<file path="src/hw/rtl/pfi_pkg.sv">
package pfi_pkg;
   localparam int unsigned ChanW = 6;
   localparam int unsigned IdxW = 8;
   localparam int unsigned StepsW = 7;
   localparam int unsigned AccW = 21;
   localparam logic [StepsW-1:0] StepsReset = 7'd32;

   typedef enum logic {
      OP_LOAD = 1'b0,
      OP_STEP = 1'b1
   } op_type;

   typedef struct packed {
      op_type op;
      logic [IdxW-1:0] index;
      logic [2:0][ChanW-1:0] start;
      logic [2:0][ChanW-1:0] target;
   } req_type;

   typedef struct packed {
      logic [IdxW-1:0] index;
      logic [2:0][ChanW-1:0] rgb;
   } rsp_type;

   // queued work for the back end; load items carry quotient and remainder
   typedef struct packed {
      op_type op;
      logic [IdxW-1:0] index;
      logic [2:0][ChanW-1:0] start;
      logic [2:0][StepsW-1:0] quo;
      logic [2:0][StepsW-1:0] rem;
      logic [2:0] neg;
      logic [StepsW-1:0] steps;
   } work_type;

   function automatic logic [15:0] pack565(input logic [2:0][ChanW-1:0] c);
      pack565 = {c[0][5:1], c[1], c[2][5:1]};
   endfunction
endpackage

</file>
<file path="src/hw/rtl/pfi_queue.sv">
module pfi_queue (
   input  logic clock,
   input  logic reset,
   input  logic in_valid,
   output logic in_ready,
   input  pfi_pkg::work_type in_work,
   output logic out_valid,
   input  logic out_ready,
   output pfi_pkg::work_type out_work
);
   import pfi_pkg::*;

   work_type slot_ff [2];
   logic wr_ff, rd_ff;
   logic [1:0] cnt_ff;
   logic push_w, pop_w;

   assign in_ready = (cnt_ff != 2'd2);
   assign out_valid = (cnt_ff != 2'd0);
   assign out_work = slot_ff[rd_ff];
   assign push_w = in_valid && in_ready;
   assign pop_w = out_valid && out_ready;

   // two-entry queue
   always_ff @(posedge clock) begin
      if (push_w) slot_ff[wr_ff] <= in_work;
      if (reset) begin
         wr_ff <= 1'b0;
         rd_ff <= 1'b0;
         cnt_ff <= '0;
      end else begin
         if (push_w) wr_ff <= ~wr_ff;
         if (pop_w) rd_ff <= ~rd_ff;
         cnt_ff <= cnt_ff + {1'b0, push_w} - {1'b0, pop_w};
      end
   end

   a_no_over: assert property (@(posedge clock) disable iff (reset)
      cnt_ff <= 2'd2) else $error("queue count out of range");
   a_ptr: assert property (@(posedge clock) disable iff (reset)
      (cnt_ff == 2'd0 || cnt_ff == 2'd2) |-> wr_ff == rd_ff)
      else $error("queue pointers disagree with count");
   a_full_hold: assert property (@(posedge clock) disable iff (reset)
      (cnt_ff == 2'd2 && !pop_w) |=> cnt_ff == 2'd2) else $error("full queue lost entry");
endmodule

</file>
<file path="config.mk">
export PLATFORM = sky130hd
export DESIGN_NAME = pfi_queue
export DESIGN_NICKNAME = d
export VERILOG_FILES = /design/src/hw/rtl/pfi_pkg.sv /design/src/hw/rtl/pfi_queue.sv
export SDC_FILE = /design/constraint.sdc
export NUM_CORES = 1
export LEC_CHECK = 0
export CORE_ASPECT_RATIO = 0.7
export CORE_MARGIN = 5
export CORE_UTILIZATION = 55
export DETAILED_ROUTE_END_ITERATION = 10
export DONT_BUFFER_PORTS = 1
export PLACE_DENSITY = 0.77
export SLEW_MARGIN = 30
export SYNTH_ARGS = -nofsm -noshare
export SYNTH_HDL_FRONTEND = slang
export SYNTH_SLANG_ARGS = --single-unit
</file>
<file path="constraint.sdc">
create_clock -name clock -period 5.4 [get_ports clock]
set_input_delay 0.81 -clock clock [delete_from_list [all_inputs] [get_ports clock]]
set_output_delay 0.81 -clock clock [all_outputs]
set_load 0.05 [all_outputs]
</file>
==> Word-level counts from Yosys, hierarchy flattened <==
Memory sizes are Yosys's and may differ from the RTL's. A register that Yosys moved wholly into a read port is not among the register bits.
Cells that the tools add are included.
{ "totals": {"register_bits": 4, "word_cells": 16, "mem_count": 1, "out_inout_bits": 81, "ramBits": 158, "inputBits": 83} }
{ "mem_list": {"columns": ["name", "words", "width", "read_ports", "rd_clocked_by_memory_dff", "wr", "line", "text"], "rows": [
  ["slot_ff", 2, 79, 1, 1, 1, "pfi_queue.sv:13", "work_type slot_ff [2];"]
]} }
{ "classes": {"n_bitwise": 2, "reduce_logical": 3, "eq_ne": 1, "n_addsub": 2, "muxes": 4} }
{ "ops": {"columns": ["op", "n"], "rows": [
  ["1-bit 2-to-1 mux", 4],
  ["2-bit by 1-bit adder with 2-bit output", 1],
  ["1-bit logical AND", 2],
  ["2-bit != test (second input constant)", 1],
  ["1-bit NOT", 2],
  ["2-bit nonzero test", 1],
  ["2-bit by 1-bit subtractor with 2-bit output", 1]
]} }

==> Depth between registers and ports, before layout <==
Gate-level depths: netlist of run 1.
{ "depth": {"word_depth": 4, "mapped_depth": 8} }

==> Least setup slack after synthesis of run 1 <==
No wires, ideal clock.
{ "synth_path": {"path_type": "reg2reg", "from": "reg cnt_ff[0]", "to": "mem slot_ff[0][0] in the netlist's numbering (enable)", "stages_incl_launch_ff": 4, "slack_ns": 0.576, "required_ns": 4.883, "arrival_ns": 4.307, "path_buffers": 0, "cell_sequence": "dfxtp_1 > nand2b_1 > nand2_1 > nor2_1"} }
{ "synth_via": {"elab_chain_cells": 4} }
{ "synth_lines": {"columns": ["element", "line", "text"], "rows": [
  ["start, declared", "pfi_queue.sv:15", "logic [1:0] cnt_ff;"],
  ["start signal, assigned", "pfi_queue.sv:34", "cnt_ff <= cnt_ff + {1'b0, push_w} - {1'b0, pop_w};"],
  ["2-bit != test", "pfi_queue.sv:18", "assign in_ready = (cnt_ff != 2'd2);"],
  ["net in_ready", "pfi_queue.sv:5", "output logic in_ready,"],
  ["1-bit logical AND", "pfi_queue.sv:21", "assign push_w = in_valid && in_ready;"],
  ["1-bit 2-to-1 mux", "pfi_queue.sv:26", "if (push_w) slot_ff[wr_ff] <= in_work;"],
  ["1-bit 2-to-1 mux (not written as such)", "pfi_queue.sv:26", null],
  ["end, declared", "pfi_queue.sv:13", null]
]} }
The timed path passes the listed nets, and every way through them passes these cells.

==> Worst setup path in the final report of run 1 <==
{ "layout_path": {"from": "reg cnt_ff[0]", "to": "mem slot_ff[0][66] in the netlist's numbering (enable)"} }
The elaborated chain is that of the path after synthesis.

==> results.yml, run 1 <==
layout:
  syn_to_final_growth_pct: 12.8
  fin_cells: 430
  finalInstanceArea_um2: 6730
  drive_gt1_frac: 0.403
  n_fill_cell: 701
  finalNetCount: 370
  n_antenna_cell: 0
cts:
  path_clk_slew_ns: 0.06
  cts_buffers: 17
  cts_buffer_depth: 2
  ctsHoldBuffers: 0
  root_buffer: "clkbuf_16"
  insertion_delay_ns: 0.40
  cts.htree.levels: 4
  cts.sinks: 163
  tritoncts: "built"
  postCtsResizedCells: 0
  post_cts_buffers: 0
place:
  place_congestion: 0.705
  io_buffers: 0
  dpl.hpwl_um: 6760
  dp_cells: 398
  place_area_um2: 6170
synthesis:
  synth_top_family_by_area: "multiplexers"
  yosys_register_bits: 163
  ys_top_cells_by_count: "edfxtp_1, mux2_2, mux2_4"
  yosysWarnings: 0
  syn_nets: 355
  yosys-top-cells-area: "edfxtp_1, mux2_2, mux2_4, dfxtp_1, buf_6"
  muxShareOfSynthArea: 0.157
  yosysMostFrequentCell: "edfxtp_1"
  syn_area_per_cell_um2: 22.1
  synth_largest_area_cell: "edfxtp_1"
  ys_seq_area_frac: 0.812
  synth.distinct_cells: 17
  syn_inst: 270
  ys_async_sr_fraction: 0
  synth_compound_area_frac: 0.00126
  synth-simple-area-share: 0.00902
  synth_ff_type: "edfxtp_1"
  synth_adder_area_share: 0.00420
  yosys.area.top_type_share: 0.796
  synth_edf_count: 158
  synth_xor_area_frac: 0.00441
  synth_area_um2: 5960
sta:
  rsz0062_at_grt: "false"
  worst_clock_skew_ns: 0.00656
  slew_headroom: 0.563
  fin_crit_sh: 0.510
  fmax_mhz: 363
  setup_violations: 0
  final_hold_viol_count: 0
  max_slew.worst_pin.slew_ns: 0.654
  final_max_slew_viol_count: 0
  period_minus_slack_ns: 2.76
  timing.setup.tns_ns: 0
worst_setup_path:
  path_cells: "nand2b_1, nand2_1, nor2_4, buf_16, buf_4"
  end_kind: "flip-flop"
  cp_slowest_cell: "nor2_4"
  path_buf_inv: 2
  critical_path.max_stage_delay_ns: 0.57
  crit_cells: 5
  worst_setup_path_start_kind: "flip-flop"
  cp.required_ns: 5.44
  crit_family: "simple AND/OR/NAND/NOR gates"
  critical_path.max_fanout: 33
  cp.arrival_ns: 2.80
  crit_type: "flip-flop to flip-flop"
  rr_worst_depth: 5
routing:
  drtAntennaViolNets: 0
  drt-vias-per-instance: 5.69
  totalWireLength_um: 10200
  num_vias: 2445
  drt_pass1_iterations: 4
  drcViolationCount: 0
  drt_iter0_drc: 88
  avgRoutedWirePerCell_um: 23.6
pwr:
  seq_power_share: 0.419
  leakage_uw: 0.00222
  p_int_uw: 2500
  ir_drop_uv: 528
  clockPowerShare: 0.280
  p_per_area_nw_per_um2: 589
  combPwrFrac: 0.301
  p_switching_uw: 1460
  switching_share: 0.369
global_route:
  grt_pass1_wl_um: 15400
  antenna_found_initial: 0
  grt_usage: 0.155
  grt_pass1_vias: 2675
  grt_overflow: 0
  grt_max_degree: 47
die:
  coreArea_um2: 10500
  std_cell_rows: 31
  die_width_um: 134
  ios: 164
  die_area_um2: 13100
  start_util: 0.569
  die_h_um: 97.1
job:
  cap_violations: 0
run_status:
  status: "completed"
hold_path:
  hold_depth: 1
  hp-class: "input pin to flip-flop"
## stage by stage
stage | power [µW] | hold WS (ns) | util | worst slack, ns
global route | 4120 | 0.450 | 0.642 | 2.49
detailed placement | 2900 | 0.515 | 0.589 | 2.62
floorplan | 2770 | 0.481 | - | 0.576
global placement | 2850 | 0.495 | 0.582 | 2.42
CTS | 4010 | 0.454 | 0.642 | 2.62
finish | 3970 | 0.470 | 0.642 | 2.64
## layout by cell type (no fill, tap or decap), types with 2 or more instances in the layout
cell type     n
edfxtp_1    158
mux2_2       70
clkbuf_16    17
mux2_4       10
nor2_1        4
clkinvlp_4    4
inv_6         4
dfxtp_1       4
clkinv_2      3
nor2b_1       2
xnor2_1       2
ha_1          2
clkinv_4      2
buf_16        2
buf_4         2
## final cells by class
cell class                      instances  area [µm²]  share of cell area
Clock buffer                           17         425              0.0632
Sequential cell                       163        4850               0.721
Tap cell                              132         165              0.0245
Clock inverter                         15         131              0.0195
Timing Repair Buffer                    5        90.1              0.0134
Inverter                                1        3.75            0.000558
Multi-Input combinational cell         97        1060               0.158
## flip-flops by register name, indices dropped and copies added (netlist names), named ones only
register,cells
slot_ff,158
cnt_ff,2
rd_ff,1
wr_ff,1
## worst paths after layout
path              from  slack [ns]              to
max          cnt_ff[0]        2.64  slot_ff[0][66]
max reg2reg  cnt_ff[0]        2.64  slot_ff[0][66]
min              reset        0.47       flip-flop
min reg2reg      rd_ff        0.55       flip-flop
## logic make-up after synthesis
kind of cell / Yosys count
simple gates: 11
mux: 80
fa+ha+maj: 2
flops: 163
buf+inv: 10
xor+xnor: 3
compound gates: 1
## metal layers
layer | wire, µm | GRT usage
met5 | 0 | 0
met3 | 1540 | 0.104
met4 | 76 | 0.0469
met2 | 4700 | 0.227
met1 | 3840 | 0.188
## power groups by stage
stage          Clock (µW)  Sequential, µW  Combinational (µW)
4_1_cts              1140            1670                1210
2_1_floorplan           0            1660                1100
3_3_place_gp            0            1730                1120
6_report             1110            1660                1190
3_5_place_dp            0            1690                1200
5_1_grt              1200            1680                1230
Note: power is estimated with default switching activity, not from simulation.
==> run 2: changes to the inputs <==
ABC_AREA = 1   (was not set)
PLACE_DENSITY = 0.8   (was 0.77)
clock period = 2.4 ns   (was 5.4 ns; I/O delays follow)
==> run 2 against run 1 <==
  * First-iteration DRC count increased by 95%
  * Worst hold slack got worse by 0.43 ns
  * Combinational power grew 130%
  * Critical path depth decreased by 3
==> results.yml, run 2 <==
synthesis:
  yosys-top-cells-area: "edfxtp_1, mux2_2, mux2_4, dfxtp_1, nor2_1"
  synth_area_um2: 5980
  syn_area_per_cell_um2: 21.1
  synth_largest_area_cell: "edfxtp_1"
  yosys_register_bits: 163
  ys_seq_area_frac: 0.810
  ys_top_cells_by_count: "edfxtp_1, mux2_2, mux2_4"
  synth_edf_count: 158
  yosysWarnings: 0
  ys_async_sr_fraction: 0
  yosysMostFrequentCell: "edfxtp_1"
  synth_ff_type: "edfxtp_1"
  syn_inst: 283
  syn_nets: 368
  synth.distinct_cells: 12
  yosys.area.top_type_share: 0.793
worst_setup_path:
  worst_setup_path_start_kind: "flip-flop"
  critical_path.max_stage_delay_ns: 0.54
  end_kind: "output pin"
  crit_family: "multiplexers"
  crit_type: "flip-flop to output pin"
  cp.required_ns: 2.04
  critical_path.max_fanout: 79
  cp.arrival_ns: 1.73
  path_buf_inv: 1
  cp_slowest_cell: "mux2_2"
  path_cells: "buf_12, mux2_2"
pwr:
  p_per_area_nw_per_um2: 1330
  switching_share: 0.372
  seq_power_share: 0.416
  leakage_uw: 0.00223
  p_int_uw: 5610
  clockPowerShare: 0.280
  ir_drop_uv: 983
  p_switching_uw: 3320
  power.total_uw: 8920
  combPwrFrac: 0.304
cts:
  cts.htree.levels: 4
  cts_buffers: 17
  insertion_delay_ns: 0.41
  tritoncts: "built"
  root_buffer: "clkbuf_16"
  cts_buffer_depth: 2
  path_clk_slew_ns: 0.06
  postCtsResizedCells: 0
  cts.sinks: 163
die:
  std_cell_rows: 31
  start_util: 0.571
  die_width_um: 135
  ios: 164
  die_h_um: 97.2
  die_area_um2: 13100
  coreArea_um2: 10500
global_route:
  grt_max_degree: 80
  antenna_found_initial: 0
  grt_pass1_wl_um: 15300
  grt_pass1_vias: 2812
  grt_overflow: 0
  grt_usage: 0.156
routing:
  num_vias: 2513
  drt-vias-per-instance: 5.66
  drt_pass1_iterations: 4
  drtAntennaViolNets: 0
  drcViolationCount: 0
  drt_iter0_drc: 172
  avgRoutedWirePerCell_um: 22.9
  totalWireLength_um: 10200
layout:
  n_antenna_cell: 0
  fin_cells: 444
  mostFrequentLayoutCell: "edfxtp_1"
  final_cell_mix: "edfxtp_1, mux2_2, clkbuf_16"
  top_regs: "slot_ff x158, cnt_ff x2"
  drive_gt1_frac: 0.378
  finalInstanceArea_um2: 6730
  largest_reg_flops: 158
  finalNetCount: 384
  largest_register: "slot_ff"
  syn_to_final_growth_pct: 12.6
sta:
  fmax_mhz: 478
  max_slew.worst_pin.slew_ns: 0.546
  timing.setup.tns_ns: 0
  setup_violations: 0
  final_hold_viol_count: 0
  rsz0062_at_grt: "false"
  fin_crit_sh: 0.871
  slew_headroom: 0.636
  final_max_slew_viol_count: 0
  period_minus_slack_ns: 2.09
  worst_clock_skew_ns: 0.00638
  holdWs_ns: 0.0415
hold_path:
  hp-class: "input pin to flip-flop"
place:
  io_buffers: 0
  place_area_um2: 6170
  dpl.hpwl_um: 6510
  dp_cells: 411
  place_congestion: 0.769
run_status:
  status: "completed"
job:
  cap_violations: 0
run 2: cell count changes in the layout (fill, tap and decap cells not counted), moves of 2 or more:
cell,delta
nor2_1,+4
nand2_1,+6
clkinv_4,-2
inv_1,+6
nand3_1,+3
clkinvlp_4,+2
buf_16,-2
xnor2_1,-2
a21oi_1,+2
nor2b_1,-2
run 2: worst paths after layout:
kind,startpoint,endpoint,slack (ns),cells after the start
hold reg to reg,rd_ff,rd_ff,0.51,2
hold / removal,in_work[27],slot_ff[1][27],0.04,0
setup / recovery,flip-flop,out_work[62],0.31,2
setup reg to reg,cnt_ff[0],slot_ff[1][44],0.60,5
run 2: cell families (layout without fill, tap and decap cells):
logic type | Yosys count | count (layout) | share of synthesized area
fa+ha+maj | 2 | 2 | 0.00418
compound gates | 2 | 2 | 0.00167
mux | 79 | 79 | 0.155
simple gates | 20 | 20 | 0.0132
flops | 163 | 163 | 0.810
buf+inv | 17 | 46 | 0.0157
run 2: timing repair:
item                       CTS  global route
setup endpoints to repair    0             0
buffers inserted             0             0
hold buffers                 1             0
hold endpoints to repair     1             0
run 2: power groups by stage:
| stage | sequential (µW) | combinational (µW) | clock [µW] |
|---|---|---|---|
| after global placement | 3740 | 2690 | 0 |
| after global routing | 3740 | 2800 | 2720 |
| after floorplan | 3740 | 2460 | 0 |
| after CTS | 3720 | 2730 | 2570 |
| after detailed placement | 3770 | 2710 | 0 |
| final | 3710 | 2710 | 2500 |
run 2: layout make-up:
cell class              count  area, µm²
flip-flops and latches    163       4850
clock inverters            14        125
multi-input cells         103       1060
fillers                   681       3740
well taps                 132        165
inverters                   8       33.8
repair buffers              6       72.6
clock buffers              18        429
run 2: metrics by stage:
step	setup WS [ns]	util
after floorplan	0.0826	-
after global placement	0.721	0.589
after detailed placement	0.624	0.589
after CTS	0.327	0.643
after global routing	0.290	0.643
final	0.309	0.643
run 2: routing by layer:
| metal | global-route usage | vias up | share of wire |
|---|---|---|---|
| li1 | - | 1129 | - |
| met1 | 0.173 | 1234 | 0.37 |
| met2 | 0.235 | 133 | 0.47 |
| met3 | 0.114 | 17 | 0.15 |
| met4 | 0.0516 | 0 | 0.010 |
| met5 | 0 | - | 0 |
run 2: worst register-to-register path, stage by stage (launching register included):
cell and delay [ns]:
dfxtp_1 0.37, inv_1 0.10, nand2_4 0.18, nand3_1 0.18
clkinvlp_4 0.12, buf_4 0.45
