<file path="config.mk">
export PLATFORM = sky130hd
export DESIGN_NAME = pfi_front
export DESIGN_NICKNAME = d
export VERILOG_FILES = /design/src/hw/rtl/pfi_pkg.sv /design/src/hw/rtl/pfi_front.sv
export SDC_FILE = /design/constraint.sdc
export NUM_CORES = 1
export LEC_CHECK = 0
export BUFFER_PORTS_ARGS = -buffer_cell sky130_fd_sc_hd__buf_4
export CORE_ASPECT_RATIO = 1.5
export CORE_MARGIN = 5
export CORE_UTILIZATION = 45
export DETAILED_ROUTE_END_ITERATION = 10
export MAX_ROUTING_LAYER = met4
export PLACE_DENSITY = 0.65
export SLEW_MARGIN = 20
export SYNTH_ARGS = -nofsm -noshare
export SYNTH_HDL_FRONTEND = slang
export SYNTH_SLANG_ARGS = --single-unit
</file>
<file path="constraint.sdc">
create_clock -name clock -period 16.1 [get_ports clock]
set_input_delay 0 -clock clock [delete_from_list [all_inputs] [get_ports clock]]
set_output_delay 0 -clock clock [all_outputs]
set_load 0.01 [all_outputs]
</file>
<file path="src/hw/rtl/pfi_pkg.sv">
package pfi_pkg;
   localparam int unsigned ChanW = 6;
   localparam int unsigned IdxW = 8;
   localparam int unsigned StepsW = 7;
   localparam int unsigned AccW = 21;
   localparam logic [StepsW-1:0] StepsReset = 7'd32;

   typedef enum logic {
      OP_LOAD = 1'b0,
      OP_STEP = 1'b1
   } op_type;

   typedef struct packed {
      op_type op;
      logic [IdxW-1:0] index;
      logic [2:0][ChanW-1:0] start;
      logic [2:0][ChanW-1:0] target;
   } req_type;

   typedef struct packed {
      logic [IdxW-1:0] index;
      logic [2:0][ChanW-1:0] rgb;
   } rsp_type;

   // queued work for the back end; load items carry quotient and remainder
   typedef struct packed {
      op_type op;
      logic [IdxW-1:0] index;
      logic [2:0][ChanW-1:0] start;
      logic [2:0][StepsW-1:0] quo;
      logic [2:0][StepsW-1:0] rem;
      logic [2:0] neg;
      logic [StepsW-1:0] steps;
   } work_type;

   function automatic logic [15:0] pack565(input logic [2:0][ChanW-1:0] c);
      pack565 = {c[0][5:1], c[1], c[2][5:1]};
   endfunction
endpackage

</file>
<file path="src/hw/rtl/pfi_front.sv">
module pfi_front (
   input  logic clock,
   input  logic reset,
   input  logic in_valid,
   output logic in_ready,
   input  pfi_pkg::req_type in_req,
   input  logic [pfi_pkg::StepsW-1:0] steps,
   output logic out_valid,
   input  logic out_ready,
   output pfi_pkg::work_type out_work
);
   import pfi_pkg::*;

   typedef enum logic [1:0] {
      S_IDLE,
      S_DIV,
      S_DONE
   } state_type;

   state_type state_ff;
   work_type work_ff;
   logic [2:0][ChanW-1:0] mag_ff;
   logic [2:0] cnt_ff;
   logic [2:0][StepsW-1:0] rem_w;
   logic [2:0][StepsW:0] trial_w;

   assign in_ready = (state_ff == S_IDLE);
   assign out_valid = (state_ff == S_DONE);
   assign out_work = work_ff;

   // restoring divide step, one quotient bit per channel per cycle
   always_comb begin
      for (int c = 0; c < 3; c++) begin
         trial_w[c] = {work_ff.rem[c], mag_ff[c][ChanW-1]};
         rem_w[c] = (trial_w[c] >= {1'b0, work_ff.steps}) ?
            StepsW'(trial_w[c] - {1'b0, work_ff.steps}) : trial_w[c][StepsW-1:0];
      end
   end

   // load items divide |start-target| by the step count; steps pass through
   always_ff @(posedge clock) begin
      if (reset) begin
         state_ff <= S_IDLE;
         cnt_ff <= '0;
      end else begin
         unique case (state_ff)
            S_IDLE: if (in_valid) begin
               work_ff.op <= in_req.op;
               work_ff.index <= in_req.index;
               work_ff.start <= in_req.start;
               work_ff.steps <= (steps == '0) ? StepsW'(1) : steps;
               work_ff.quo <= '0;
               work_ff.rem <= '0;
               for (int c = 0; c < 3; c++) begin
                  work_ff.neg[c] <= in_req.target[c] > in_req.start[c];
                  mag_ff[c] <= (in_req.target[c] > in_req.start[c]) ?
                     in_req.target[c] - in_req.start[c] : in_req.start[c] - in_req.target[c];
               end
               cnt_ff <= '0;
               state_ff <= (in_req.op == OP_LOAD) ? S_DIV : S_DONE;
            end
            S_DIV: begin
               for (int c = 0; c < 3; c++) begin
                  work_ff.rem[c] <= rem_w[c];
                  work_ff.quo[c] <= {work_ff.quo[c][StepsW-2:0],
                     (trial_w[c] >= {1'b0, work_ff.steps})};
                  mag_ff[c] <= {mag_ff[c][ChanW-2:0], 1'b0};
               end
               cnt_ff <= cnt_ff + 3'd1;
               if (cnt_ff == 3'(ChanW - 1)) state_ff <= S_DONE;
            end
            S_DONE: if (out_ready) state_ff <= S_IDLE;
            default: state_ff <= S_IDLE;
         endcase
      end
   end

   a_done_no_ready: assert property (@(posedge clock) disable iff (reset)
      out_valid |-> !in_ready) else $error("front takes request while holding one");
   a_div_len: assert property (@(posedge clock) disable iff (reset)
      (state_ff == S_DIV && cnt_ff == 3'(ChanW - 1)) |=> out_valid)
      else $error("divide did not finish");
   a_steps_nz: assert property (@(posedge clock) disable iff (reset)
      out_valid |-> work_ff.steps != '0) else $error("zero step count");
endmodule

</file>
# After elaboration in Yosys (flattened, before gate mapping)
# Cells that the tools add are included.
word_totals:
  reg_bits: 102
  in_bits: 56
op_classes:
  n_addsub: 10
  n_lt_le_gt_ge: 6
  eq_ne: 6
  muxes: 18
  n_bitwise: 1
  n_reduce_logical: 7
op_table:
  columns: ["operator", "n"]
  rows:
  - ["$pmux 42 s2", 1]
  - ["$mux 52", 1]
  - ["$pmux 18 s2", 1]
  - ["$sub 6x6->6", 6]
  - ["$mux 7", 4]
  - ["$ge 8x7->1", 3]
  - ["$sub 7x7->7", 3]
  - ["$gt 6x6->1", 3]
  - ["$mux 18", 1]
  - ["$mux 6", 3]
  - ["$reduce_and 3->1", 3]
  - ["$mux 2", 4]
  - ["$logic_not 7->1", 1]
  - ["$pmux 2 s3", 1]
  - ["$pmux 3 s2", 1]
  - ["$ne 2x2->1 const B", 2]
  - ["$add 3x1->3 const B", 1]
  - ["$eq 3x3->1 const B", 1]
  - ["$mux 3", 1]
  - ["$eq 2x1->1 const B", 1]
  - ["$eq 2x2->1 const B", 1]
  - ["$logic_not 2->1", 1]
  - ["$ne 2x1->1 const B", 1]
  - ["$reduce_and 2->1", 1]
  - ["other kinds (2)", 2]

# Depth between registers and ports, before layout
# Gate-level depths: netlist of run 1.
depth:
  word_depth: 4
  ltp_mapped: 9
  ltp_nobuf: 9

# Worst setup path after synthesis of run 1
# No wires, ideal clock.
synth_timing:
  path_kind: "register to register"
  startpoint: "register state_ff[1]"
  endpoint: "register mag_ff[0] (netlist bit), enable pin"
  setup_time_ps: 552
  arrival_time_ps: 4598
  required_time_ps: 15548
  slack_ps: 10950
  stages_incl_launch_ff: 3
  path_buffers: 1
  cell_sequence: "dfxtp_1 > clkbuf_1 > nor3_1"
synth_via:
  elab_chain_cells: 3
synth_rtl:
  columns: ["item", "line", "rtl"]
  rows:
  - ["start: declaration", "pfi_front.sv:20", "state_type state_ff;"]
  - ["start signal: assignment", "pfi_front.sv:60", "state_ff <= (in_req.op == OP_LOAD) ? S_DIV : S_DONE;"]
  - ["$eq 2x1->1 or $logic_not 2->1 (tied branches)", "pfi_front.sv:46", "unique case (state_ff)"]
  - ["$reduce_bool 2->1 (no line) or $ne 2x2->1 (tied branches)", null, null]
  - ["$reduce_and 3->1 (no line) *", null, null]
  - ["end signal: indexed assignment", "pfi_front.sv:56", "mag_ff[c] <= (in_req.target[c] > in_req.start[c]) ?"]
  - ["end signal: indexed assignment", "pfi_front.sv:67", "mag_ff[c] <= {mag_ff[c][ChanW-2:0], 1'b0};"]
  - ["end: declaration", "pfi_front.sv:22", "logic [2:0][ChanW-1:0] mag_ff;"]
# Every way passes the cells marked *; elsewhere a longest branch is shown, timed or not.
# A chain may end at the register's enable or synchronous reset.

# Final worst setup path of run 1
layout_timing:
  startpoint: "register work_ff (netlist bit out_work[0])"
  endpoint: "register work_ff (netlist bit out_work[15]) (data pin)"
layout_via:
  elab_chain_cells: 3
layout_rtl:
  columns: ["item", "line", "rtl"]
  rows:
  - ["start: declaration", "pfi_front.sv:21", "work_type work_ff;"]
  - ["$sub 7x7->7 or $ge 8x7->1 (tied branches)", "pfi_front.sv:36, pfi_front.sv:35", null]
  - ["$mux 7 *", "pfi_front.sv:35", "rem_w[c] = (trial_w[c] >= {1'b0, work_ff.steps}) ?"]
  - ["$pmux 42 s2 *", "pfi_front.sv:46", null]
# Marks and branches as above.

==> results of run 1 <==
sequential cells by signal, indices dropped and copies added (netlist names):
name,cells
out_work,79
mag_ff,18
state_ff,2
cnt_ff,3
critical path, delay by kind of cell (launching register included):
kind / cells / cell delay [ns]
DFF: 1 / 0.46
AOI/OAI and AO/OA: 3 / 0.53
adders and majority gates: 2 / 0.64
and+or+nand+nor: 3 / 0.73
logic make-up (layout without fill, tap and decap cells):
family / after synthesis / count (layout) / synth area share
compound gates: 110 / 110 / 0.135
flops: 102 / 102 / 0.490
fa+ha+maj: 65 / 65 / 0.143
simple gates: 144 / 144 / 0.121
mux: 24 / 24 / 0.0401
xor+xnor: 17 / 17 / 0.0242
buf+inv: 74 / 246 / 0.0466
what timing repair did:
item	in CTS	in global routing
setup buffers	0	0
setup endpoints to repair	0	0
hold buffers	36	0
hold endpoints to repair	39	0
through the flow:
stage	area, um2	hold slack [ns]	setup slack (ns)	total power, mW	utilization
4_1_cts	7970	0.0467	13.56	0.707	0.592
2_1_floorplan	6150	0.0719	10.95	0.432	-
6_report	7980	0.0582	13.57	0.698	0.592
3_3_place_gp	7330	0.179	13.68	0.483	0.544
3_5_place_dp	7330	0.179	13.59	0.488	0.544
5_1_grt	7980	0.0602	13.41	0.736	0.592
how the worst max path moves through the flow:
| stage | cells after the start | end | slack, ns |
|---|---|---|---|
| 6_report | 8 | out_work[15]$_DFFE_PP_ | 13.57 |
| 5_1_grt | 8 | out_work[15]$_DFFE_PP_ | 13.41 |
| 4_1_cts | 8 | out_work[15]$_DFFE_PP_ | 13.56 |
| 3_5_place_dp | 8 | out_work[15]$_DFFE_PP_ | 13.59 |
| 3_3_place_gp | 8 | out_work[15]$_DFFE_PP_ | 13.68 |
| 2_1_floorplan | 2 | mag_ff[0]$_SDFFCE_PP0P_ | 10.95 |
final cells by class:
type,count,area [um2],area share
clock buffer,9,225,0.0282
clock inverter,7,56.3,0.00706
inverter,55,206,0.0259
multi-input combinational,360,2870,0.360
sequential,102,3010,0.378
tap,162,203,0.0254
timing repair buffer,175,1400,0.176
synthesized netlist by cell type (5+ instances only):
| cell | n | area, um2 |
|---|---|---|
| fa_1 | 9 | 180 |
| a21oi_4 | 5 | 81.3 |
| nand2_1 | 17 | 63.8 |
| edfxtp_1 | 97 | 2910 |
| a21oi_1 | 31 | 155 |
| o21a_1 | 11 | 82.6 |
| nor2b_1 | 10 | 62.6 |
| nor2_1 | 56 | 210 |
| clkbuf_1 | 14 | 52.6 |
| inv_1 | 55 | 206 |
| mux2_2 | 5 | 56.3 |
| ha_1 | 56 | 701 |
| o21ai_0 | 18 | 90.1 |
| nor3_1 | 8 | 40.0 |
| nand4_1 | 6 | 37.5 |
| a221oi_1 | 6 | 52.6 |
| dfxtp_1 | 5 | 100 |
| xnor2_1 | 14 | 123 |
| mux2i_1 | 19 | 190 |
| and2_1 | 21 | 131 |
per-layer routing:
metal | vias up | wire length, um | track usage
met4 | 0 | 354 | 0.0732
met5 | - | 0 | -
met1 | 2170 | 5510 | 0.201
met2 | 117 | 7750 | 0.330
met3 | 27 | 602 | 0.0363
li1 | 2238 | - | -
power by group:
group | switching, mW | total [mW] | internal (mW)
Sequential | 0.00848 | 0.322 | 0.313
Clock | 0.104 | 0.211 | 0.108
Combinational | 0.0867 | 0.166 | 0.0789
Total | 0.199 | 0.698 | 0.500
==> metrics.csv, run 1 <==
stage,metric,value,unit
finish,fill count,1152,
clock_tree,# H-tree levels,3,
route,Iter 0 DRT Violations,176,
logic_synthesis,ys async rst share,0,
power,IR Drop Worst-Case VDD,0.0591,mV
logic_synthesis,warnings from Yosys,0,
outcome,status,"complete, no violations",
sta,Final Max Tran Viols,0,
finish,Finished Layout Cells,870,
floorplanning,Initial Utilization,0.456,
setup_path,CP startpoint,out_work[0]$_SDFFCE_PN1P_,
clock_tree,Bufs on Longest Clock Path,2,
clock_tree,CTS tree,built,
global_route,vias in the first global route,4845,
route,wire per inst,16.3,um
setup_path,highest fanout seen on the critical path,7,
floorplanning,Die Area,16100,um2
setup_path,WS Path Type,reg2reg,
setup_path,worst r2r dst,out_work[15]$_DFFE_PP_,
finish,most frequent cells in the layout,"buf_4 (139), edfxtp_1 (97), nor2_1 (56), ha_1 (56), inv_1 (55)",
logic_synthesis,Post-Syn Instances,536,
sta,RSZ-0062 raised after global routing,no,
route,DR vias,4552,
worst_hold_path,HP Class,in2reg,
sta,Final Cycle Share,0.157,
finish,layout cells sized above 1,0.261,
logic_synthesis,Post-Syn Area,6150,um2
route,final WL,14.2,mm
floorplanning,total core area,13500,um2
sta,final-report hold violation count,0,
sta,Max-Slew Margin vs Limit,0.331,
logic_synthesis,"Avg Cell Area, Syn",11.5,um2
global_route,Total GRT Usage,0.185,
finish,"most common cell after layout, fill and taps aside",buf_4,
sta,Layout Skew,0.00778,ns
global_route,first-pass GRT wire length,23.5,mm
logic_synthesis,Synth cell types,50,
setup_path,Worst path slowest cell,edfxtp_1,
sta,post-route setup TNS,0,ns
setup_path,WP data required,16.27,ns
worst_hold_path,WHS Endpoint,state_ff[1]$_SDFFE_PP0P_,
logic_synthesis,number of flops mapped to enable cells by yosys,97,
setup_path,Setup crit end kind,flop,
logic_synthesis,Synth Net Count,657,
finish,Nets,824,
clock_tree,Resized Gates After CTS,0,
worst_hold_path,hold_sp,out_ready,
global_route,initial antenna violation count,0,
setup_path,WP data arrival,2.70,ns
floorplanning,die span in x,105,um
placed_design,port bufs,136,
route,post-route ant nets,0,
placed_design,Final GP Congestion,0.841,
finish,area delta synth->final,29.8,%
floorplanning,die height,153,um
logic_synthesis,register area share after synthesis,0.490,
clock_tree,clock latency at the later pin of the worst-skew pair,0.35,ns
placed_design,placed instance count,818,
sta,min Tclk post-route,2.53,ns
sta,Fmax,395,MHz
global_route,global route overflow,0,
route,drt first pass iters,5,
power,Power Dens Cells,87.6,nW/um2
finish,antenna diode count,0,
logic_synthesis,Synth Flop Type,edfxtp_1,
power,Leak,3.38,nW
worst_hold_path,Hold Path Stages,4,
clock_tree,CTS Buf Count,9,
placed_design,DPL Wire Length,10.7,mm
sta,Setup Viol. Count Final,0,
setup_path,FF-to-FF path depth,8,
setup_path,"Critical Path, Cell by Cell",ha_1 -> fa_1 -> and2b_1 -> o31ai_2 -> a21oi_4 -> nor2_4 -> or3b_1 -> a21oi_1,
clock_tree,CTS root buf,clkbuf_16,
setup_path,crit path launch type,flop,
run,Max Cap Viol,0,
sta,Slew @ Worst Pin,1.00,ns
route,Avg Vias per Cell,5.23,
setup_path,launching point of the worst reg2reg path,out_work[0]$_SDFFCE_PN1P_,
logic_synthesis,"flops & latches, synth",102,
setup_path,CP peak stage delay,0.46,ns
clock_tree,clk sink count,102,
floorplanning,number of I/O pins,137,
global_route,largest net degree at the start of global routing,53,
route,DRC Markers,0,
clock_tree,clock slew at reported path FFs,0.08,ns
setup_path,R2R Setup Slk,13.57,ns
floorplanning,row count,52,
No activity file was read; power rests on OpenSTA's default activity.
==> run 2: changes to the inputs <==
==> constraint.sdc (replaced) <==
create_clock -name clock -period 2.6 [get_ports clock]
set_input_delay 0 -clock clock [delete_from_list [all_inputs] [get_ports clock]]
set_output_delay 0 -clock clock [all_outputs]
set_load 0.01 [all_outputs]
==> metrics.csv, run 2 (synthesis gave the netlist of run 1 again) <==
stage,metric,value,unit
setup_path,highest fanout seen on the critical path,7,
finish,Final Util,0.598,
sta,RSZ-0062 raised after global routing,no,
route,DR vias,4598,
finish,Register Area,3010,um2
power,clock share of power,0.304,
finish,antenna diode count,0,
route,Avg Vias per Cell,5.26,
clock_tree,CTS Buf Count,9,
finish,Nets,828,
global_route,initial antenna violation count,0,
global_route,grt met2 use,0.335,
floorplanning,die height,153,um
outcome,status,"complete, no violations",
worst_hold_path,WHS Endpoint,state_ff[1]$_SDFFE_PP0P_,
route,post-route ant nets,0,
clock_tree,CTS root buf,clkbuf_16,
global_route,Total GRT Usage,0.183,
worst_hold_path,HP Class,in2reg,
route,wire per inst,16.2,um
floorplanning,Initial Utilization,0.456,
sta,Setup Viol. Count Final,0,
global_route,largest net degree at the start of global routing,53,
setup_path,worst r2r dst,out_work[15]$_DFFE_PP_,
sta,min Tclk post-route,2.45,ns
clock_tree,clock latency at the later pin of the worst-skew pair,0.35,ns
setup_path,R2R Setup Slk,0.15,ns
power,IR Drop Worst-Case VDD,0.312,mV
sta,final-report hold violation count,0,
finish,multi-input combinational cell area,2880,um2
clock_tree,Bufs on Longest Clock Path,2,
floorplanning,row count,52,
setup_path,FF-to-FF path depth,8,
setup_path,WP data required,2.81,ns
route,DRC Markers,0,
finish,"most common cell after layout, fill and taps aside",buf_4,
power,Pint,3.11,mW
global_route,M3 GR Usage,0.0266,
finish,fill count,1106,
placed_design,Final GP Congestion,0.887,
worst_hold_path,Hold Path Stages,4,
run,Max Cap Viol,0,
floorplanning,number of I/O pins,137,
clock_tree,clk sink count,102,
placed_design,DPL Wire Length,10.9,mm
clock_tree,CTS tree,built,
sta,Final Cycle Share,0.944,
setup_path,launching point of the worst reg2reg path,out_work[0]$_SDFFCE_PN1P_,
finish,most frequent cells in the layout,"buf_4 (141), edfxtp_1 (97), nor2_1 (56), ha_1 (56), inv_1 (55)",
sta,Fmax,407,MHz
setup_path,WP data arrival,2.66,ns
route,Iter 0 DRT Violations,150,
power,Gate power share,0.238,
power,Power Dens Cells,542,nW/um2
sta,WHS,0.0518,ns
global_route,global route overflow,0,
power,P_sw,1.25,mW
sta,Slew @ Worst Pin,0.700,ns
power,switching share of total power,0.286,
route,final WL,14.1,mm
floorplanning,die span in x,105,um
floorplanning,Die Area,16100,um2
clock_tree,Post-CTS Setup Bufs,0,
setup_path,CP startpoint,out_work[0]$_SDFFCE_PN1P_,
finish,layout cells sized above 1,0.265,
global_route,first-pass GRT wire length,23.0,mm
setup_path,Setup crit end kind,flop,
sta,Final Max Tran Viols,0,
sta,post-route setup TNS,0,ns
clock_tree,clock slew at reported path FFs,0.08,ns
finish,max reg flops,79,
sta,Layout Skew,0.00650,ns
power,Leak,3.41,nW
placed_design,port bufs,136,
setup_path,WS Path Type,reg2reg,
global_route,gr busiest metal,met2,
finish,area delta synth->final,31.0,%
global_route,GR Util met1,0.194,
power,Reg power frac,0.457,
floorplanning,total core area,13500,um2
global_route,vias in the first global route,4775,
worst_hold_path,hold_sp,out_ready,
setup_path,crit path launch type,flop,
route,drt first pass iters,5,
sta,Max-Slew Margin vs Limit,0.532,
clock_tree,# H-tree levels,3,
==> run 2: power groups by stage <==
stage / clock network, mW / logic (mW) / registers [mW]
floorplan: 0 / 0.626 / 2.05
global placement: 0 / 0.982 / 2.03
detailed placement: 0 / 1.00 / 2.03
CTS: 1.37 / 1.05 / 2.00
global route: 1.45 / 1.15 / 2.01
finish: 1.33 / 1.04 / 1.99
==> run 2: how the worst max path moves through the flow <==
stage	endpoint	slack, ns
final	out_work[15]$_DFFE_PP_	0.15
after detailed placement	out_work[15]$_DFFE_PP_	0.16
after floorplan	mag_ff[0]$_SDFFCE_PP0P_	0.14
after CTS	out_work[15]$_DFFE_PP_	0.15
after global routing	out_work[15]$_DFFE_PP_	0.0002
after global placement	out_work[15]$_DFFE_PP_	0.19
==> run 2: worst max-delay path: stages (launching register included) <==
cell and delay, ns:
edfxtp_1 0.45, ha_1 0.26, fa_1 0.38, and2b_1 0.26, o31ai_2 0.11, a21oi_4 0.27
nor2_4 0.09, or3b_1 0.38, a21oi_1 0.14
==> run 2: routing by layer <==
layer	vias to the layer above	wire (um)
met5	-	0
met4	0	379
met3	22	582
met2	130	7820
met1	2193	5360
li1	2253	-
==> run 2: final cells by class <==
type,instances,area share
Clock buffer,9,0.0280
Clock inverter,7,0.00824
Inverter,55,0.0256
Multi-Input combinational cell,360,0.357
Sequential cell,102,0.374
Tap cell,162,0.0252
Timing Repair Buffer,179,0.181
==> run 2: timing repair <==
item	4_1_cts	5_1_grt
hold buffers	36	0
hold endpoints to repair	39	0
setup endpoints to repair	0	0
resized for setup	0	0
==> run 2: per-stage QoR <==
stage / worst slack, ns / area (um2) / std cells / total power, mW
floorplan: 0.145 / 6170 / 536 / 2.67
global placement: 0.189 / 7400 / 822 / 3.01
detailed placement: 0.163 / 7400 / 822 / 3.04
CTS: 0.145 / 8050 / 874 / 4.42
global route: 0.000207 / 8050 / 874 / 4.61
finish: 0.145 / 8050 / 874 / 4.36
==> run 3: changes to the inputs <==
--- a/config.mk
+++ b/config.mk
@@ -11,7 +11,7 @@
 export CORE_UTILIZATION = 45
 export DETAILED_ROUTE_END_ITERATION = 10
 export MAX_ROUTING_LAYER = met4
-export PLACE_DENSITY = 0.65
+export PLACE_DENSITY = 0.67
 export SLEW_MARGIN = 20
 export SYNTH_ARGS = -nofsm -noshare
 export SYNTH_HDL_FRONTEND = slang
==> metrics.csv, run 3 (synthesis gave the netlist of run 1 again) <==
stage,metric,value,unit
setup_path,Setup crit end kind,flop,
clock_tree,clock latency at the later pin of the worst-skew pair,0.35,ns
placed_design,Final GP Congestion,0.901,
placed_design,placed instance count,821,
power,IR Drop Worst-Case VDD,0.373,mV
clock_tree,CTS tree,built,
placed_design,post-placement cell area,7390,um2
worst_hold_path,hold_sp,out_ready,
setup_path,highest fanout seen on the critical path,10,
power,clock share of power,0.331,
sta,final-report hold violation count,0,
clock_tree,clock slew at reported path FFs,0.07,ns
route,final WL,14.3,mm
sta,Final Cycle Share,0.937,
setup_path,R2R Setup Slk,0.16,ns
route,post-route ant nets,0,
global_route,global route overflow,0,
power,Gate power share,0.230,
floorplanning,die span in x,105,um
setup_path,WS Path Type,reg2reg,
clock_tree,Resized Gates After CTS,0,
worst_hold_path,Hold Path Stages,4,
sta,post-route setup TNS,0,ns
power,switching share of total power,0.272,
setup_path,FF-to-FF path depth,8,
finish,"most common cell after layout, fill and taps aside",buf_4,
setup_path,worst r2r dst,out_work[29]$_DFFE_PP_,
outcome,status,"complete, no violations",
route,drt first pass iters,5,
power,Reg power frac,0.439,
sta,Layout Skew,0.00986,ns
floorplanning,row count,52,
finish,Finished Layout Cells,875,
setup_path,crit path launch type,flop,
power,total power,4.53,mW
placed_design,port bufs,136,
floorplanning,total core area,13500,um2
power,P_sw,1.24,mW
worst_hold_path,HP Class,in2reg,
run,Max Cap Viol,0,
clock_tree,CTS root buf,clkbuf_16,
finish,Final Util,0.601,
setup_path,launching point of the worst reg2reg path,out_work[0]$_SDFFCE_PN1P_,
sta,Setup Viol. Count Final,0,
route,DR vias,4596,
finish,most frequent cells in the layout,"buf_4 (142), edfxtp_1 (97), nor2_1 (56), ha_1 (56), inv_1 (55)",
floorplanning,Initial Utilization,0.456,
finish,Nets,829,
finish,layout cells sized above 1,0.266,
finish,fill count,1121,
clock_tree,CTS Buf Count,9,
finish,multi-input combinational cell area,2880,um2
placed_design,DPL Wire Length,10.7,mm
finish,"Non-Filler Cell Area, Final",8100,um2
power,Power Dens Cells,560,nW/um2
clock_tree,# H-tree levels,3,
worst_hold_path,WHS Endpoint,state_ff[1]$_SDFFE_PP0P_,
clock_tree,Bufs on Longest Clock Path,2,
clock_tree,clk sink count,102,
floorplanning,Die Area,16100,um2
global_route,Total GRT Usage,0.183,
power,Leak,3.44,nW
floorplanning,die height,153,um
sta,Slew @ Worst Pin,0.690,ns
sta,min Tclk post-route,2.44,ns
route,wire per inst,16.3,um
finish,max reg flops,79,
global_route,initial antenna violation count,0,
finish,area delta synth->final,31.7,%
setup_path,WP data arrival,2.64,ns
finish,Register Area,3010,um2
route,Avg Vias per Cell,5.25,
setup_path,WP data required,2.80,ns
setup_path,CP startpoint,out_work[0]$_SDFFCE_PN1P_,
global_route,largest net degree at the start of global routing,47,
power,Pint,3.30,mW
sta,Fmax,410,MHz
route,DRC Markers,0,
finish,antenna diode count,0,
sta,RSZ-0062 raised after global routing,no,
sta,Max-Slew Margin vs Limit,0.538,
route,Iter 0 DRT Violations,152,
floorplanning,number of I/O pins,137,
global_route,first-pass GRT wire length,22.9,mm
global_route,vias in the first global route,4868,
sta,Final Max Tran Viols,0,
[run 3: cell count changes in the layout (fill, tap and decap cells not counted)]
cell	before	now
inv_6	1	2
buf_4	141	142
bufinv_16	0	2
clkinvlp_4	2	1
inv_8	3	1
[run 3: power groups by stage]
stage	clock (mW)	combinational [mW]	sequential [mW]
6_report	1.50	1.04	1.99
2_1_floorplan	0	0.626	2.05
4_1_cts	1.53	1.05	1.99
5_1_grt	1.59	1.15	2.00
3_3_place_gp	0	0.970	2.03
3_5_place_dp	0	0.999	2.03
[run 3: area by class of cell]
cell class                 count  area share
sequential                   102       0.372
inverter                      55      0.0255
clock buffer                   9      0.0278
clock inverter                 7      0.0130
multi-input combinational    360       0.355
timing repair buffer         180       0.181
tap                          162      0.0250
[run 3: layer usage]
layer  track usage  up-vias  wire length (um)
met1         0.191     2204              5510
met5             -        -                 0
met3        0.0287       25               584
met2         0.334      115              7800
met4        0.0813        0               375
li1              -     2252                 -
[run 3: worst max-delay path by stage]
stage | to | slack [ns] | cells past startpoint
CTS | out_work[12]$_DFFE_PP_ | 0.13 | 8
floorplan | mag_ff[0]$_SDFFCE_PP0P_ | 0.14 | 2
detailed placement | out_work[12]$_DFFE_PP_ | 0.15 | 8
finish | out_work[29]$_DFFE_PP_ | 0.16 | 8
global route | out_work[22]$_DFFE_PP_ | 0.03 | 8
global placement | out_work[15]$_DFFE_PP_ | 0.19 | 8
[run 3: repair_timing]
| item | in CTS | in global routing |
|---|---|---|
| setup endpoints to repair | 0 | 2 |
| buffers inserted | 0 | 2 |
| endpoints found under the hold margin | 39 | 0 |
| hold buffers | 36 | 0 |
[run 3: critical path, cell delays in order, from the launching register on]
cell and delay, ns:
edfxtp_1 0.45, ha_1 0.26, fa_1 0.42, and2b_1 0.24
o31ai_2 0.08, a21oi_2 0.21, nor2_4 0.10, or3b_1 0.38
a21oi_1 0.14
[run 3: through the flow]
stage               setup WS, ns  hold slack (ns)
detailed placement         0.152            0.180
finish                     0.163           0.0458
floorplan                  0.145           0.0719
CTS                        0.126           0.0394
global route              0.0310           0.0628
global placement           0.194            0.179
